==> src/rtl/force_level_led_bar_animator_macros.svh <==
// Assertion macros for the LED bar animator.
// Included by the top level; compiles to nothing when SYNTHESIS is defined.
`ifndef FORCE_LEVEL_LED_BAR_ANIMATOR_MACROS_SVH
`define FORCE_LEVEL_LED_BAR_ANIMATOR_MACROS_SVH

`ifndef SYNTHESIS
// Same-cycle implication, checked outside reset.
`define FLBA_ASSERT_IMPLY(name, clk, rst_n, ante, cons, msg) \
	name: assert property (@(posedge clk) disable iff (!rst_n) (ante) |-> (cons)) \
		else $error(msg);
// Next-cycle implication, checked outside reset.
`define FLBA_ASSERT_NEXT(name, clk, rst_n, ante, cons, msg) \
	name: assert property (@(posedge clk) disable iff (!rst_n) (ante) |=> (cons)) \
		else $error(msg);
`else
`define FLBA_ASSERT_IMPLY(name, clk, rst_n, ante, cons, msg)
`define FLBA_ASSERT_NEXT(name, clk, rst_n, ante, cons, msg)
`endif

`endif

==> src/rtl/flba_pkg.sv <==
// Shared types, register indexes and reset constants of the LED bar animator.
// No dependencies; used by every RTL file of the block.
package flba_pkg;

	localparam int NUM_THRESH = 5;
	localparam int SAMPLE_W   = 14;
	localparam int LED_W      = 5;
	localparam int PIN_W      = 5;
	localparam int LEVEL_W    = 3;
	localparam int POS_W      = 3;
	localparam int TICK_W     = 8;
	localparam int CFG_IDX_W  = 3;
	localparam int CFG_DATA_W = 14;

	localparam logic OP_SAMPLE = 1'b0;
	localparam logic OP_TICK   = 1'b1;

	localparam logic [CFG_IDX_W-1:0] REG_THRESH_1 = 3'd0;
	localparam logic [CFG_IDX_W-1:0] REG_THRESH_2 = 3'd1;
	localparam logic [CFG_IDX_W-1:0] REG_THRESH_3 = 3'd2;
	localparam logic [CFG_IDX_W-1:0] REG_THRESH_4 = 3'd3;
	localparam logic [CFG_IDX_W-1:0] REG_THRESH_5 = 3'd4;
	localparam logic [CFG_IDX_W-1:0] REG_HOLD     = 3'd5;
	localparam logic [CFG_IDX_W-1:0] REG_PULSE    = 3'd6;

	typedef logic [SAMPLE_W-1:0] thresh_t;
	typedef thresh_t [NUM_THRESH-1:0] thresh_arr_t;

	localparam thresh_arr_t THRESH_RESET = {14'd14750, 14'd14250, 14'd13500, 14'd12000, 14'd9000};
	localparam logic [TICK_W-1:0] HOLD_RESET  = 8'd8;
	localparam logic [TICK_W-1:0] PULSE_RESET = 8'd2;

	typedef struct packed {
		logic                opcode;
		logic [1:0]          channel;
		logic [SAMPLE_W-1:0] sample;
		logic                side;
	} in_item_t;

	typedef struct packed {
		logic [LED_W-1:0]   led_mask;
		logic [PIN_W-1:0]   event_pins;
		logic [LEVEL_W-1:0] sample_level;
	} out_item_t;

	// LED and pin picture after the item leaving stage one is applied.
	typedef struct packed {
		logic [LED_W-1:0] lit;
		logic [PIN_W-1:0] pins;
	} anim_view_t;

	// Number of bar LEDs that really exist: at most one per threshold.
	function automatic int bar_leds(int num_leds);
		return (num_leds < NUM_THRESH) ? num_leds : NUM_THRESH;
	endfunction

	function automatic logic [LED_W-1:0] bar_mask(int num_leds);
		return LED_W'((32'd1 << bar_leds(num_leds)) - 32'd1);
	endfunction

endpackage

==> src/rtl/flba_level.sv <==
// Threshold compare: turns one sample into a bar level.
// Depends on flba_pkg.
module flba_level #(
	parameter int LED_COUNT   = 5,
	parameter int SAMPLE_BITS = 14
) (
	input  flba_pkg::thresh_arr_t             thr,
	input  logic [flba_pkg::SAMPLE_W-1:0]     sample,
	output logic [flba_pkg::LEVEL_W-1:0]      level
);

	localparam int BarLeds = flba_pkg::bar_leds(LED_COUNT);
	localparam int UsedBits = (SAMPLE_BITS < flba_pkg::SAMPLE_W) ? SAMPLE_BITS
		: flba_pkg::SAMPLE_W;
	localparam logic [flba_pkg::SAMPLE_W-1:0] SampleMask =
		flba_pkg::SAMPLE_W'((32'd1 << UsedBits) - 32'd1);

	logic [flba_pkg::SAMPLE_W-1:0] s;

	assign s = sample & SampleMask;

	// Count leading thresholds passed; stop at the first one failed.
	always_comb begin
		logic                         run;
		logic [flba_pkg::LEVEL_W-1:0] lvl;
		run = 1'b1;
		lvl = '0;
		for (int k = 0; k < flba_pkg::NUM_THRESH; k++) begin
			run = run && (k < BarLeds) && (s > thr[k]);
			lvl = lvl + {{(flba_pkg::LEVEL_W-1){1'b0}}, run};
		end
		level = lvl;
	end

endmodule

==> src/rtl/flba_anim.sv <==
// Bar animation and event pin state, updated once per item.
// Depends on flba_pkg.
module flba_anim #(
	parameter int LED_COUNT = 5
) (
	input  logic                           clk,
	input  logic                           arst_n,
	input  logic                           en,
	input  flba_pkg::in_item_t             item,
	input  logic [flba_pkg::LEVEL_W-1:0]   level,
	input  logic [flba_pkg::TICK_W-1:0]    hold_ticks,
	input  logic [flba_pkg::TICK_W-1:0]    pulse_ticks,
	output flba_pkg::anim_view_t           view
);

	localparam logic [flba_pkg::LED_W-1:0] BarMask = flba_pkg::bar_mask(LED_COUNT);

	logic [flba_pkg::LEVEL_W-1:0] lvl_q, n_lvl;
	logic [flba_pkg::POS_W-1:0]   pos_q, n_pos;
	logic                         armed_q, n_armed;
	logic                         falling_q, n_falling;
	logic [flba_pkg::TICK_W-1:0]  hold_q, n_hold;
	logic [flba_pkg::TICK_W-1:0]  pc_q, n_pc;
	logic [flba_pkg::LED_W-1:0]   lit_q, n_lit;
	logic [flba_pkg::PIN_W-1:0]   pins_q, n_pins;

	logic [flba_pkg::LED_W-1:0]   pos_bit;
	logic [2:0]                   pin_idx;
	logic [flba_pkg::PIN_W-1:0]   pin_bit;

	// Indexes past the bar select nothing.
	assign pos_bit = flba_pkg::LED_W'(8'd1 << pos_q) & BarMask;
	assign pin_idx = (item.channel == 2'd0) ? {2'b00, item.side}
		: ({1'b0, item.channel} + 3'd1);
	assign pin_bit = flba_pkg::PIN_W'(8'd1 << pin_idx);

	always_comb begin
		n_lvl     = lvl_q;
		n_pos     = pos_q;
		n_armed   = armed_q;
		n_falling = falling_q;
		n_hold    = hold_q;
		n_pc      = pc_q;
		n_lit     = lit_q;
		n_pins    = pins_q;
		if (item.opcode == flba_pkg::OP_TICK) begin
			// Pulse countdown: release all pins as it expires.
			if (pc_q != '0) begin
				if (pc_q > 8'd1) begin
					n_pc = pc_q - 8'd1;
				end else begin
					n_pins = '0;
					n_pc   = '0;
				end
			end
			if (armed_q || falling_q) begin
				if (!falling_q) begin
					if ({1'b0, pos_q} < {1'b0, lvl_q}) begin
						n_lit = lit_q | pos_bit;
						n_pos = pos_q + 3'd1;
					end else begin
						n_falling = 1'b1;
						n_armed   = 1'b0;
					end
				end else if (armed_q) begin
					// New hit during the fall: clear and rise again.
					n_lit     = '0;
					n_falling = 1'b0;
					n_pos     = '0;
				end else if (hold_q != '0) begin
					n_hold = hold_q - 8'd1;
				end else begin
					n_lit = lit_q & ~pos_bit;
					if (pos_q == '0) begin
						n_falling = 1'b0;
						n_hold    = hold_ticks;
					end else begin
						n_pos = pos_q - 3'd1;
					end
				end
			end
		end else if (level != '0) begin
			n_armed = 1'b1;
			n_lvl   = level;
			n_pins  = pins_q | pin_bit;
			n_pc    = pulse_ticks;
		end
	end

	always_ff @(posedge clk or negedge arst_n) begin
		if (!arst_n) begin
			lvl_q     <= '0;
			pos_q     <= '0;
			armed_q   <= 1'b0;
			falling_q <= 1'b0;
			hold_q    <= flba_pkg::HOLD_RESET;
			pc_q      <= '0;
			lit_q     <= '0;
			pins_q    <= '0;
		end else if (en) begin
			lvl_q     <= n_lvl;
			pos_q     <= n_pos;
			armed_q   <= n_armed;
			falling_q <= n_falling;
			hold_q    <= n_hold;
			pc_q      <= n_pc;
			lit_q     <= n_lit;
			pins_q    <= n_pins;
		end
	end

	assign view.lit  = n_lit;
	assign view.pins = n_pins;

endmodule

==> src/rtl/force_level_led_bar_animator.sv <==
// Force-level LED bar animator: top level with config registers and pipeline.
// Depends on flba_pkg, flba_level, flba_anim and the assertion macro header.
//
// Usage:
//   in_*   : one beat is a force sample (opcode 0) or a timer tick (opcode 1).
//   out_*  : exactly one beat per input beat, in order: LED mask and event pins
//            after that beat is applied, plus the level of the sample (0 on tick).
//   cfg_*  : register writes (index 0..4 thresholds, 5 hold ticks, 6 pulse
//            ticks); cfg_ready is always high. Write only while the block is idle.
// Path from input beat to output beat: input register, then threshold compare
//   and animation update into the output register.
// Throughput: one beat per cycle while out_ready is high; the single animation
//   state update per beat is the only loop.
// Stall: when the receiver holds out_ready low, the output register holds its
//   beat, the input register still takes one more beat if empty, then in_ready drops.
// Reset: arst_n clears the valid flags of both pipeline stages, the animation
//   state and the event pins, and loads the register reset values.
`include "force_level_led_bar_animator_macros.svh"

module force_level_led_bar_animator #(
	parameter int LED_COUNT   = 5,
	parameter int SAMPLE_BITS = 14
) (
	input  logic                                clk,
	input  logic                                arst_n,
	input  logic                                in_valid,
	output logic                                in_ready,
	input  flba_pkg::in_item_t                  in_data,
	output logic                                out_valid,
	input  logic                                out_ready,
	output flba_pkg::out_item_t                 out_data,
	input  logic                                cfg_valid,
	output logic                                cfg_ready,
	input  logic [flba_pkg::CFG_IDX_W-1:0]      cfg_index,
	input  logic [flba_pkg::CFG_DATA_W-1:0]     cfg_data
);

	localparam int BarLeds = flba_pkg::bar_leds(LED_COUNT);
	localparam logic [flba_pkg::LED_W-1:0] BarMask = flba_pkg::bar_mask(LED_COUNT);

	// Configuration registers.
	flba_pkg::thresh_arr_t            thr_q;
	logic [flba_pkg::TICK_W-1:0]      hold_ticks_q;
	logic [flba_pkg::TICK_W-1:0]      pulse_ticks_q;

	// Stage one: input register. Stage two: output register.
	logic                             valid_s1;
	flba_pkg::in_item_t               item_s1;
	logic                             out_valid_q;
	flba_pkg::out_item_t              out_q;

	logic                             adv_s2;
	logic                             load_s2;
	logic [flba_pkg::LEVEL_W-1:0]     level;
	flba_pkg::anim_view_t             view;

	assign cfg_ready = 1'b1;

	always_ff @(posedge clk or negedge arst_n) begin
		if (!arst_n) begin
			thr_q         <= flba_pkg::THRESH_RESET;
			hold_ticks_q  <= flba_pkg::HOLD_RESET;
			pulse_ticks_q <= flba_pkg::PULSE_RESET;
		end else if (cfg_valid) begin
			case (cfg_index)
				flba_pkg::REG_THRESH_1: thr_q[0] <= cfg_data;
				flba_pkg::REG_THRESH_2: thr_q[1] <= cfg_data;
				flba_pkg::REG_THRESH_3: thr_q[2] <= cfg_data;
				flba_pkg::REG_THRESH_4: thr_q[3] <= cfg_data;
				flba_pkg::REG_THRESH_5: thr_q[4] <= cfg_data;
				flba_pkg::REG_HOLD:     hold_ticks_q  <= cfg_data[flba_pkg::TICK_W-1:0];
				flba_pkg::REG_PULSE:    pulse_ticks_q <= cfg_data[flba_pkg::TICK_W-1:0];
				default: begin
					// drop writes to unused indexes
				end
			endcase
		end
	end

	// Advance stage two when the output register is empty or being drained;
	// stage one refills whenever it is empty or moves on.
	assign adv_s2   = !out_valid_q || out_ready;
	assign load_s2  = valid_s1 && adv_s2;
	assign in_ready = !valid_s1 || adv_s2;

	always_ff @(posedge clk or negedge arst_n) begin
		if (!arst_n) begin
			valid_s1 <= 1'b0;
		end else if (in_ready) begin
			valid_s1 <= in_valid;
		end
	end

	// Payload needs no reset: it is qualified by valid_s1.
	always_ff @(posedge clk) begin
		if (in_valid && in_ready) begin
			item_s1 <= in_data;
		end
	end

	flba_level #(
		.LED_COUNT   (LED_COUNT),
		.SAMPLE_BITS (SAMPLE_BITS)
	) u_level (
		.thr    (thr_q),
		.sample (item_s1.sample),
		.level  (level)
	);

	flba_anim #(
		.LED_COUNT (LED_COUNT)
	) u_anim (
		.clk         (clk),
		.arst_n      (arst_n),
		.en          (load_s2),
		.item        (item_s1),
		.level       (level),
		.hold_ticks  (hold_ticks_q),
		.pulse_ticks (pulse_ticks_q),
		.view        (view)
	);

	always_ff @(posedge clk or negedge arst_n) begin
		if (!arst_n) begin
			out_valid_q <= 1'b0;
		end else if (adv_s2) begin
			out_valid_q <= valid_s1;
		end
	end

	// Capture the state after this beat; a tick reports level zero.
	always_ff @(posedge clk) begin
		if (load_s2) begin
			out_q.led_mask     <= view.lit;
			out_q.event_pins   <= view.pins;
			out_q.sample_level <= (item_s1.opcode == flba_pkg::OP_TICK) ? '0 : level;
		end
	end

	assign out_valid = out_valid_q;
	assign out_data  = out_q;

	`FLBA_ASSERT_IMPLY(a_led_in_bar, clk, arst_n, out_valid_q, (out_q.led_mask & ~BarMask) == '0, "LED lit outside the bar")
	`FLBA_ASSERT_IMPLY(a_level_cap, clk, arst_n, out_valid_q, out_q.sample_level <= flba_pkg::LEVEL_W'(BarLeds), "level above bar length")
	`FLBA_ASSERT_IMPLY(a_stall_cause, clk, arst_n, !in_ready, valid_s1 && out_valid_q && !out_ready, "input stalled without full pipe")
	`FLBA_ASSERT_NEXT(a_stage_moves, clk, arst_n, valid_s1 && !out_valid_q, out_valid_q, "stage one beat not moved to output")

endmodule
==> config.mk <==
export PLATFORM = sky130hd
export DESIGN_NAME = force_level_led_bar_animator
export DESIGN_NICKNAME = d
export VERILOG_FILES = /design/src/rtl/flba_pkg.sv /design/src/rtl/flba_level.sv /design/src/rtl/flba_anim.sv /design/src/rtl/force_level_led_bar_animator.sv
export VERILOG_INCLUDE_DIRS = /design/src /design/src/rtl
export SDC_FILE = /design/constraint.sdc
export NUM_CORES = 1
export LEC_CHECK = 0
export BUFFER_PORTS_ARGS = -buffer_cell sky130_fd_sc_hd__buf_4
export CORE_MARGIN = 2
export CORE_UTILIZATION = 42
export CTS_BUF_LIST = sky130_fd_sc_hd__clkbuf_8
export CTS_CLUSTER_SIZE = 20
export DETAILED_ROUTE_END_ITERATION = 10
export HOLD_SLACK_MARGIN = 0.02
export PLACE_DENSITY_LB_ADDON = 0.1
export SYNTH_ARGS = -nofsm -noshare
export SYNTH_HDL_FRONTEND = slang
export SYNTH_HIERARCHICAL = 1
export SYNTH_SLANG_ARGS = --single-unit
==> constraint.sdc <==
create_clock -name clk -period 4.1 [get_ports clk]
set_input_delay 0.41 -clock clk [delete_from_list [all_inputs] [get_ports clk]]
set_output_delay 0.41 -clock clk [all_outputs]
set_load 0.05 [all_outputs]
Word-level counts from Yosys, hierarchy flattened --
Cells that the tools add are included.
Word-level totals: input bits 40, register bits 153, output and inout port bits 16, logic and storage cells 125
Cells by class: reduce and logical (&&, ||, !) cells 33, bitwise logic cells 6, muxes and demuxes 32, add/subtract/negate cells 9, order comparisons 7, shift-type cells 2, eq/ne operators 12
Operator list (number):
- > comparator 14 bit | 5
- 2-to-1 mux 5 bit | 10
- 2-to-1 mux 8 bit | 6
- 2-to-1 mux 3 bit | 6
- nonzero test 8 bit | 2
- subtractor 8 x 1 -> 8 bit (second input constant) | 2
- AND reduction 2 bit | 7
- AND reduction 6 bit | 2
- 2-to-1 mux 1 bit | 10
- OR 5 bit | 2
- << shifter 1 x 3 -> 5 bit (first input constant) | 2
- adder 3 x 1 -> 3 bit | 3
- == test 3 bit (second input constant) | 3
- AND reduction 3 bit | 3
- > comparator 8 x 1 -> 1 bit (second input constant) | 1
- == test 3 x 2 -> 1 bit (second input constant) | 2
- logical AND 1 bit | 6
- zero test 3 bit | 2
- inequality test 3 x 2 -> 1 bit (second input constant) | 2
- nonzero test 2 bit | 3
- bitwise AND 5 bit | 1
- NOT 5 bit | 1
- AND reduction 5 bit | 1
- inequality test 2 x 1 -> 1 bit (second input constant) | 2
- other kinds (12) | 17

Depth between registers and ports, before layout --
Gate-level depths: netlist (run 1).
word-level depth 9, gate-level depth with buffers 16, depth with buffers taken out 15

By module --
Netlist (run 1), hierarchy kept.
By module, submodules not included:
- force_level_led_bar_animator | sequential area each 3183.1 µm², cells each 231, times used 1, area each 4481.8 µm²
- flba_anim | sequential area each 852.1 µm², cells each 269, times used 1, area each 2373.5 µm²
- flba_level | sequential area each 0.0 µm², cells each 259, times used 1, area each 1859.3 µm²

Least setup slack after synthesis (run 1) --
OpenSTA, ideal clock, no wires.
path kind reg2reg, start point register thr_q[27] (netlist bit), end point register u_anim/pc_q[5] (netlist bit), path buffers 1, period minus slack after synthesis 3506 ps, arrival 3385 ps, path slack 594 ps, required time 3979 ps, cell stages (with the launch flop) 16, library setup time 121 ps, path through dfstp_2 inv_1 ha_1 nand4_1 nor3_2 o31ai_1 a32o_1 a211oi_1 ha_1 inv_1 fa_1 inv_1 o41ai_1 a41oi_1 buf_2 a22o_1
Between the ends: word-level cells in the longest chain between the ends 9, elaborated cells between the ends (all ways) 12, those cells by class add/sub: 4; order compare: 1; reduce/logical: 7
Ends and longest elaborated chain:
- start, declared | RTL line force_level_led_bar_animator.sv:42 | flba_pkg::thresh_arr_t thr_q;
- start signal, assigned | RTL line force_level_led_bar_animator.sv:61 | thr_q <= flba_pkg::THRESH_RESET;
- > comparator 14 bit (*) | RTL line flba_level.sv:29 | run = run && (k < BarLeds) && (s > thr[k]);
- logical AND 1 bit (*) | RTL line flba_level.sv:29
- adder 1 x 1 -> 2 bit or logical AND 1 bit (tied branches) | RTL line flba_level.sv:30, flba_level.sv:29
- adder 3 x 1 -> 3 bit or logical AND 1 bit (tied branches) (2 in series) | RTL line flba_level.sv:30, flba_level.sv:29
- adder 3 x 1 -> 3 bit (*) | RTL line flba_level.sv:30 | lvl = lvl + {{(flba_pkg::LEVEL_W-1){1'b0}}, run};
- named net level (one bit) | RTL line force_level_led_bar_animator.sv:54 | logic [flba_pkg::LEVEL_W-1:0] level;
- nonzero test 3 bit (*) | RTL line flba_anim.sv:82 | end else if (level != '0) begin
- nonzero test 2 bit (no source line) (*)
- AND reduction 3 bit (no source line) (*)
- end signal, assigned | RTL line flba_anim.sv:106 | pc_q <= n_pc;
- end, declared | RTL line flba_anim.sv:23 | logic [flba_pkg::TICK_W-1:0] pc_q, n_pc;
Mark *: on every way through the listed nets, which the timed path passes. The rest lies on a longest branch. A chain may end at the register's enable or synchronous reset.

Final worst setup path (run 1) --
start point register thr_q[25] (netlist bit), end point register u_anim/pc_q[3] (netlist bit)
The elaborated chain is that of the path after synthesis.

==> results of run 1 <==
## registers in the layout, indices dropped and copies added, names as in the netlist, 8 cells and up
register	count
hold_ticks_q	8
pulse_ticks_q	8
u_anim/hold_q	8
item_s1	18
thr_q	70
out_data	13
u_anim/pc_q	8
## power by group through the flow
stage / Sequential (mW) / Clock [mW] / Combinational [mW]
finish: 2.26 / 1.19 / 1.76
global route: 2.31 / 1.31 / 1.98
CTS: 2.26 / 1.23 / 1.75
detailed placement: 2.29 / 0 / 1.73
global placement: 2.28 / 0 / 1.68
floorplan: 2.27 / 0 / 1.23
## cells in the mapped netlist (4+ instances only)
cell type and n:
o2bb2ai_1 4, mux2_2 57, o21ai_0 21, a31oi_1 14, edfxtp_1 31, mux2i_1 4
mux2_4 30, nand3_1 22, dfrtp_1 81, a21boi_0 8, buf_2 9, nand4b_1 5
dfstp_2 41, nand4_1 12, nor3_1 10, ha_1 89, nand2b_1 13, nand2_1 30
nor2_1 23, inv_1 96, a2bb2oi_1 6, nor2b_1 10, a21o_1 8, a21oi_1 49
a22o_1 6, clkbuf_1 7
## worst paths after layout
| path | slack (ps) | startpoint | cells past startpoint | end |
|---|---|---|---|---|
| hold reg to reg | 500 | valid_s1 | 1 | out_valid |
| setup / recovery | 190 | thr_q[25] | 15 | u_anim/pc_q[3] |
| setup reg to reg | 190 | thr_q[25] | 15 | u_anim/pc_q[3] |
| max in group asynchronous | 3040 | arst_n | 2 | thr_q[20] |
| hold / removal | 50 | arst_n | 1 | u_anim/lit_q[0] |
| min in group clk | 130 | in_data[12] | 1 | item_s1[12] |
## cell families (layout without fill, tap and decap cells)
family	Yosys count	count (layout)	synth area share [%]
and+or+nand+nor	154	154	10.4
AOI/OAI and AO/OA	151	151	11.6
other	1	1	0.0430
DFF	153	153	46.3
muxes	92	92	13.1
buffers and inverters	118	191	5.56
adders and majority gates	90	90	13.0
## final cells by class
cell class                 count  area [sq um]
fill                        1882         10400
multi-input combinational    488          4260
sequential                   153          4040
timing repair buffer          63           473
inverter                      96           360
tap                          270           338
clock buffer                  20           275
clock inverter                12           135
## repair_timing
| item | 4_1_cts | 5_1_grt |
|---|---|---|
| buffers inserted | 0 | 1 |
| cloned | 0 | 0 |
| gates resized for setup | 3 | 5 |
| endpoints found under the setup margin | 8 | 13 |
| hold endpoints to repair | 0 | 0 |
| hold buffers | 0 | 0 |
| pin swaps | 0 | 1 |
## metal layers
metal / routed length, um / up-vias / track usage, % / part of all wire, %
li1: - / 2849 / - / -
met1: 9150 / 2945 / 24.9 / 44
met2: 10700 / 97 / 35.5 / 52
met3: 588 / 10 / 3.70 / 2.9
met4: 224 / 0 / 4.52 / 1.1
met5: 0 / - / 0 / 0
## per-stage QoR
step                TNS [ps]  util [%]  instances  hold WS, ps  cell area, sq um
floorplan                  0         -        759          114              8710
global placement        -273      46.3       1069          455              9390
detailed placement     -1220      46.3       1069          473              9390
CTS                        0      48.4       1101         90.7              9830
global route               0      48.6       1102         84.3              9870
finish                     0      48.6       1102         53.4              9870
## placed cells by master (no fill, tap or decap), types with 4 or more instances in the layout
cell | Yosys | final
a21boi_0 | 8 | 8
a21o_1 | 8 | 8
a21oi_1 | 49 | 49
a22o_1 | 6 | 6
a2bb2oi_1 | 6 | 6
a31oi_1 | 14 | 14
buf_4 | 2 | 63
clkbuf_8 | 0 | 20
dfrtp_1 | 81 | 81
dfstp_2 | 41 | 41
edfxtp_1 | 31 | 31
ha_1 | 89 | 89
inv_1 | 96 | 100
mux2_2 | 57 | 57
mux2_4 | 30 | 30
mux2i_1 | 4 | 4
nand2_1 | 30 | 30
nand2b_1 | 13 | 13
nand3_1 | 22 | 22
nand4_1 | 12 | 12
nand4b_1 | 5 | 5
nor2_1 | 23 | 23
nor2b_1 | 10 | 10
nor3_1 | 10 | 10
o21ai_0 | 21 | 21
o2bb2ai_1 | 4 | 4
## critical path: stages, from the launching register on
cell	delay (ps)
dfstp_2	540
inv_1	50
ha_1	340
nand4_1	180
nor3_4	270
o31ai_2	150
a32o_1	230
a211oi_1	260
ha_1	190
inv_1	50
fa_1	470
inv_1	110
o41ai_4	420
a41oi_4	120
buf_4	220
a22o_1	200
==> metrics, run 1 <==
GR Util All Layers about a fifth; max_cap viols 0; clock share of power about 23%; worst-path fanout max 11; max-slew violations 0; ys flop type dfrtp_1; critical path type flop to flop; Longest Clk Path Bufs 2; core area about 0.020 sq mm; Net count, final around 950; Die Y around 150 um; DIE WIDTH 148 um; Tightest Pin Transition between 1000 and 1500 ps; unrepaired setup endpoints after global routing no; DRT Pass-1 Iters 4; Die Area roughly 0.022 sq mm; CP required ~4400 ps; Sink Count 153; Yosys cell types about 70; synthesized area between 0.008 and 0.009 sq mm; Worst EP arrival around 4200 ps; Ys Warns 6; crit end category flop; num rows 52; Clock Skews 15.3 ps; crit path time final a little under 4000 ps; worst slack at placement -220 ps; Initial Utilization between 40 and 50%; Lkg Pwr 4.43 nW; VDD IR max around 200 uV; via count 5901; first-pass GRT wire length 33600 um; vias in the first global route 6324; P_int approximately 3.4 mW; Max Clock Freq around 260 MHz; # IOs 56; Synth Net Count a little under 900; Clock transition at path regs roughly 90 ps; Sw Share about a third; Via density about 5.4; Avg Inst Size Synth between 10 and 15 sq um; period utilisation layout 95.5%; post-route setup slack 185 ps; gr ovfl total 0; outcome complete, no violations; DRT iter0 DRCs 210; Pwr per Cell Area 528 mW/mm^2; drt drc 0; CP Launch Type flop; final setup violation count 0; register bit total from synthesis roughly 150; ys async rst share roughly 80%; layout cells sized above 1 28.5%; share of the synthesized area in the top cell type 23.3%; Final Hold Viols 0; Cells after Synth ~760; CTS root buf clkbuf_8; Port Buf Inserts 54; Num CTS Buffers 17; Slew HR a little under a quarter; DPL Wire Length ~15000 um; Comb pwr share about a third; Layout area overhead 13.3%; DR WL/cell approximately 19 um; largest net degree at the start of global routing 64; Seq pwr share a little over two fifths; Area contributors post-synth dfrtp_1 23%, ha_1 13%, dfstp_2 12%; sequential area share after synthesis between 40 and 50%; hold crit path type input port to asynchronous set/reset pin; remaining antenna violation count 0; Total Wirelength slightly above 20000 um; Tot Pwr between 5 and 6 mW; clock latency on the worst-skew pair about 440 ps; Post-synth EDFFs 31; Synth area leader dfrtp_1; GPL Wtd Cong between 0.8 and 0.9; CTS tree yes; initial antenna violation count 0; NetSw approximately 1.8 mW; H-tree depth 4; Inserted Diodes 0
Power figures use the tool's default switching activity.
==> run 2, diff against run 1 <==
Settings changed: SETUP_SLACK_MARGIN set to 0.4.
==> run 2 against run 1 <==
Setup slack better by 230 ps; global-route usage is 0.13 points higher; via count is 1.9% higher; utilization is 1.4 points higher; largest power group unchanged; critical path type unchanged; sequential share of layout area is 1.1 points lower.
==> metrics, run 2 (synthesized netlist as in run 1, its figures left out) <==
outcome complete, no violations; layout cells sized above 1 32.9% (+4.5 points); initial antenna violation count 0 (unchanged); crit path time final 3680 ps (-231 ps); Die Area 0.0219 sq mm (unchanged); Tightest Pin Transition 1140 ps (-11.0 ps); Port Buf Inserts 54 (unchanged); drt drc 0 (unchanged); most common cell after layout, fill and taps aside inv_1; max FFs per register 70 (unchanged); hold crit path type input port to asynchronous set/reset pin; Die Y 148 um (unchanged); num rows 52 (unchanged); CTS tree yes; DIE WIDTH 148 um (unchanged); worst-path fanout max 5 (-6); gr ovfl total 0 (unchanged); Sink Count 153 (unchanged); Worst Reg-to-Reg Cells 14 (-1); GPL Wtd Cong 0.854 (unchanged); Worst EP arrival 4010 ps (-230 ps); clock latency on the worst-skew pair 440 ps (about the same); unrepaired setup endpoints after global routing yes; post-layout util 50.0% (+1.4 points); Final Hold Viols 0 (unchanged); CP required 4430 ps (about the same); core area 0.0203 sq mm (unchanged); DPL Wire Length 15200 um (unchanged); Inserted Diodes 0 (unchanged); remaining antenna violation count 0 (unchanged); Num CTS Buffers 17 (unchanged); Largest Register thr_q; largest net degree at the start of global routing 64 (unchanged); DRT iter0 DRCs 239 (+14%); most used cell, CP inv_2; Net count, final 961 (+1.3%); Clock transition at path regs 90 ps (about the same); DRT Pass-1 Iters 4 (unchanged); Lkg Pwr 4.49 nW (+1.5%); final setup TNS 0 ps (unchanged); via count 6014 (+1.9%); Fillers 1861 (-1.1%); vias in the first global route 6374 (+0.79%); final setup violation count 0 (unchanged); CP Launch Type flop; first-pass GRT wire length 33900 um (+0.76%); Top delay family on crit path compound AO/OA/AOI/OAI gates; VDD IR max 204 uV (+1.7%); Layout area overhead 16.6%; r2r setup slk 420 ps (+230 ps); worst r2r dst u_anim/pc_q[3]; max-slew violations 0 (unchanged); max_cap viols 0 (unchanged); Clock Skews 12.1 ps (-3.26 ps); fin area 0.0102 sq mm (+2.9%); period utilisation layout 89.9% (-5.6 points); Via density 5.40 (+0.82%); Pwr per Cell Area 527 mW/mm^2 (-0.17%); CP max-delay cell edfxtp_1; Max Clock Freq 271 MHz (+6.3%); max incr delay on CP 540 ps (about the same); crit end category flop; Tot Pwr 5.35 mW (+2.7%); buffer and inverter count on the worst path 3 (-1); commonest non-fill, non-tap cells in the layout 96 x inv_1, 83 x ha_1, 81 x dfrtp_1; reg2reg start item_s1[14]; Total Wirelength 21100 um (+2.4%); # IOs 56 (unchanged); DR WL/cell 19.0 um (+1.3%); GR Util All Layers 20.0% (+0.13 points); placed instance area 0.00939 sq mm (unchanged); critical path type flop to flop; CTS root buf clkbuf_8; Longest Clk Path Bufs 2 (unchanged); Initial Utilization 42.9% (unchanged); CP cell instances ha_4, nand4_1, nor3_4, o31ai_4, a32o_2, a211oi_2, ha_2, inv_2, fa_1, inv_2, o41ai_4, a41oi_2, buf_6, a22o_1; Slew HR 24.0% (+0.73 points); H-tree depth 4 (unchanged); worst hold slack 54.5 ps (+1.08 ps)
[run 2: cell types whose count changed in the layout (fill, tap and decap cells not counted), sizes merged]
cell   delta
a41oi     +1
buf      +11
[run 2: worst max path at each step]
stage	start	end	slack, ps	cells past startpoint
after CTS	item_s1[5]	u_anim/lvl_q[0]	410	13
after global placement	thr_q[25]	u_anim/pc_q[3]	-80	15
after floorplan	thr_q[27]	u_anim/pc_q[5]	590	15
after detailed placement	thr_q[25]	u_anim/pc_q[5]	-220	15
final	item_s1[14]	u_anim/pc_q[3]	420	14
after global routing	item_s1[13]	out_data[4]	280	16
[run 2: final cells by class]
| cell class | instances | area (sq um) | area share, % |
|---|---|---|---|
| Inverter | 96 | 360 | 3.55 |
| Clock inverter | 12 | 135 | 1.33 |
| Multi-Input combinational cell | 489 | 4450 | 43.8 |
| Clock buffer | 20 | 275 | 2.71 |
| Timing Repair Buffer | 74 | 563 | 5.54 |
| Sequential cell | 153 | 4040 | 39.7 |
| Tap cell | 270 | 338 | 3.33 |
[run 2: per-stage QoR]
| step | cells | setup slack, ps |
|---|---|---|
| final | 1114 | 416 |
| after global routing | 1114 | 277 |
| after global placement | 1069 | -75.5 |
| after floorplan | 759 | 594 |
| after CTS | 1106 | 405 |
| after detailed placement | 1069 | -220 |
[run 2: power breakdown]
part,leakage (nW),internal [mW],switching (mW)
sequential,1.70,1.98,0.281
combinational,2.57,0.853,1.04
clock,0.221,0.639,0.555
[run 2: timing repair]
action | in CTS | in global routing
gates resized for setup | 15 | 38
gates cloned | 1 | 0
setup buffers | 4 | 8
setup endpoints to repair | 22 | 22
pin swaps | 6 | 10
hold buffers | 0 | 0
[run 2: routing by layer]
metal  part of all wire [%]  up-vias  track usage [%]
li1                       -     2874                -
met1                     45     3036             25.1
met2                     51       88             35.8
met3                    2.3       16             3.70
met4                    1.4        0             4.48
met5                      0        -                0
==> run 3, diff against run 2 <==
Settings changed: CELL_PAD_IN_SITES_DETAIL_PLACEMENT set to 0, CELL_PAD_IN_SITES_GLOBAL_PLACEMENT set to 1, SYNTH_HIERARCHICAL 1 to not set.
==> run 3 against run 2 <==
Setup slack better by 38 ps; synthesized cell count is 6.2% higher; final area is 7.4% lower; total power is 5.5% lower; critical path type unchanged; critical endpoint is now out_data[1]; largest cell class is now flip-flops and latches.
==> metrics, run 3 <==
worst slack at placement 409 ps (+629 ps); P_int 3.20 mW (-7.9%); Ys Warns 0 (-6); Die Area 0.0208 sq mm (-4.9%); busiest grt layer met2; clock share of power 22.2% (about the same); Layout area overhead 13.6%; clock latency on the worst-skew pair 450 ps (about the same); vias in the first global route 6081 (-4.6%); register bit total from synthesis 153 (unchanged); synthesized area 0.00828 sq mm (-5.0%); initial antenna violation count 0 (unchanged); drt drc 0 (unchanged); Comb pwr share 33.1% (-2.3 points); Synth Area in Adders 13.6% (+0.63 points); fin area 0.00940 sq mm (-7.4%); Final Hold Viols 0 (unchanged); Compound-Gate Fraction of Synth Area 14.3% (+2.7 points); routing usage on met3 4.30% (+0.60 points); H-tree depth 4 (unchanged); commonest non-fill, non-tap cells in the layout 92 x inv_1, 87 x o21ai_0, 86 x ha_1; Sink Count 153 (unchanged); Tot Pwr 5.06 mW (-5.5%); largest family of logic cells by synthesized area compound AO/OA/AOI/OAI gates; Top delay family on crit path adder cells; max-slew violations 0 (unchanged); Clock transition at path regs 90 ps (about the same); Pwr per Cell Area 538 mW/mm^2 (+2.1%); placed instance area 0.00899 sq mm (-4.2%); largest net degree at the start of global routing 68 (+6.3%); global-route track usage on met2 37.3% (+1.5 points); gr ovfl total 0 (unchanged); crit end category flop; DRT iter0 DRCs 290 (+21%); Initial Utilization 42.7% (-0.26 points); unrepaired setup endpoints after global routing yes; max FFs per register 70 (unchanged); Largest Register thr_q; NetSw 1.86 mW (-0.97%); Slew HR 26.5% (+2.5 points); Port Buf Inserts 54 (unchanged); max_cap viols 0 (unchanged); Synth Area in XOR/XNOR 0% (unchanged); hold_buf cts 0 (unchanged); Longest Clk Path Bufs 2 (unchanged); ys async rst share 79.7% (unchanged); most common cell after layout, fill and taps aside inv_1; commonest cells in the netlist 91 x inv_1, 87 x ha_1, 87 x o21ai_0; Net count, final 992 (+3.2%); Total Wirelength 20500 um (-2.9%); final setup violation count 0 (unchanged); Fillers 1843 (-0.97%); Lkg Pwr 4.13 nW (-8.1%); CTS root buf clkbuf_8; reg2reg start item_s1[5]; Area contributors post-synth dfrtp_1 24%, ha_1 13%, dfstp_2 13%; Die Y 144 um (-2.5%); CTS tree yes; grt met1 use 26.2% (+1.1 points); CP Launch Type flop; crit path time final 3650 ps (-38.3 ps); Via density 5.24 (-3.0%); final setup TNS 0 ps (unchanged); GR Util All Layers 21.0% (+0.97 points); remaining antenna violation count 0 (unchanged); Seq pwr share 44.8% (+2.5 points); Clock Skews 12.8 ps (+0.767 ps); Worst EP arrival 3820 ps (-190 ps); multiplexer share of the synthesized area 5.67% (-7.5 points); Sw Share 36.7% (+1.7 points); GPL Wtd Cong 0.881 (+3.1%); Yosys cell types 59 (-14%); period utilisation layout 88.9% (-0.93 points); num rows 51 (-1.9%); CP required 4280 ps (-150 ps); via count 5976 (-0.63%); count leader, synth inv_1; outcome complete, no violations; Inserted Diodes 0 (unchanged); Synth area leader dfrtp_1; Num CTS Buffers 17 (unchanged); post-route setup slack 454 ps (+38.3 ps); core area 0.0194 sq mm (-4.4%); Synth Net Count 935 (+5.2%); DRT Pass-1 Iters 5 (+1); Post-synth EDFFs 31 (unchanged); max incr delay on CP 490 ps (-50 ps); DIE WIDTH 144 um (-2.5%); worst-path fanout max 5 (unchanged); Avg Inst Size Synth 10.3 sq um (-11%); share of the synthesized area in the top cell type 24.5% (+1.2 points); critical path type flop to flop; buffer and inverter count on the worst path 1 (-2); DPL Wire Length 15100 um (-0.58%); # IOs 56 (unchanged); CP max-delay cell edfxtp_1; CP cell instances ha_1, a21oi_1, a21boi_0, o31ai_1, a31oi_1, nand4_1, nand3b_1, fa_1, inv_1, ha_2, fa_2, nor2b_1; DR WL/cell 18.0 um (-5.2%); Cells after Synth 806 (+6.2%); Worst setup startpoint item_s1[5]; post-layout util 48.5% (-1.6 points); Max Clock Freq 274 MHz (+1.1%); hold crit path type input port to asynchronous set/reset pin; VDD IR max 256 uV (+26%); ys flop type dfrtp_1; first-pass GRT wire length 33000 um (-2.7%); layout cells sized above 1 21.5% (-11 points); Tightest Pin Transition 1100 ps (-37.6 ps); Synth Area in Simple Gates 12.3% (+1.9 points); sequential area share after synthesis 48.8% (+2.4 points)
## run 3: cell count changes in the layout (fill, tap and decap cells not counted), sizes merged, moves of 6 or more
cell	delta
o21ai	+66
nand2	+54
mux2	-49
nor2	+13
buf	-11
nand3	-11
a21boi	-6
a21o	-6
a31oi	-6
## run 3: worst reg2reg max path, stage by stage (launching register included)
cell,delay [ps]
edfxtp_1,490
ha_1,370
a21oi_1,70
a21boi_0,390
o31ai_1,130
a31oi_1,210
nand4_1,220
nand3b_1,240
fa_1,490
inv_1,40
ha_2,180
fa_2,410
nor2b_1,140
## run 3: what timing repair did
item,4_1_cts,5_1_grt
setup endpoints to repair,1,4
buffers inserted,0,1
resized for setup,1,5
pin swaps,0,3
## run 3: cell families after synthesis
family / after synthesis
AOI/OAI and AO/OA: 196
buffers and inverters: 116
and+or+nand+nor: 209
adders and majority gates: 89
other: 1
muxes: 42
DFF: 153
## run 3: power groups by stage
stage	Combinational, mW	Sequential (mW)	Clock, mW
global route	1.88	2.32	1.22
CTS	1.67	2.26	1.15
floorplan	1.14	2.29	0
detailed placement	1.66	2.29	0
global placement	1.63	2.28	0
finish	1.67	2.27	1.12
## run 3: worst paths after layout
check,end,slack [ps],depth (start not counted)
max,out_data[1],450,12
min,u_anim.hold_q[4],80,1
max reg2reg,out_data[1],450,12
min reg2reg,u_anim.pins_q[2],500,1
max in group asynchronous,thr_q[43],2900,2
min in group clk,item_s1[11],130,1
## run 3: final cells by class
| cell class | instances | area (sq um) | share of cell area [%] |
|---|---|---|---|
| Multi-Input combinational cell | 537 | 3840 | 40.9 |
| Timing Repair Buffer | 63 | 473 | 5.03 |
| Inverter | 91 | 342 | 3.63 |
| Clock buffer | 19 | 262 | 2.78 |
| Sequential cell | 153 | 4040 | 42.9 |
| Clock inverter | 13 | 116 | 1.24 |
| Tap cell | 265 | 332 | 3.53 |
## run 3: per-layer routing
layer	part of all wire [%]	wire length, um	vias to the layer above
li1	-	-	2952
met1	44	8930	2892
met3	3.6	744	21
met5	0	0	-
met2	51	10600	111
met4	1.4	281	0
## run 3: metrics by stage
step	hold WS (ps)	std cells
after detailed placement	483	1108
after global routing	94.8	1141
after global placement	474	1108
after floorplan	114	806
after CTS	105	1140
final	81.3	1141
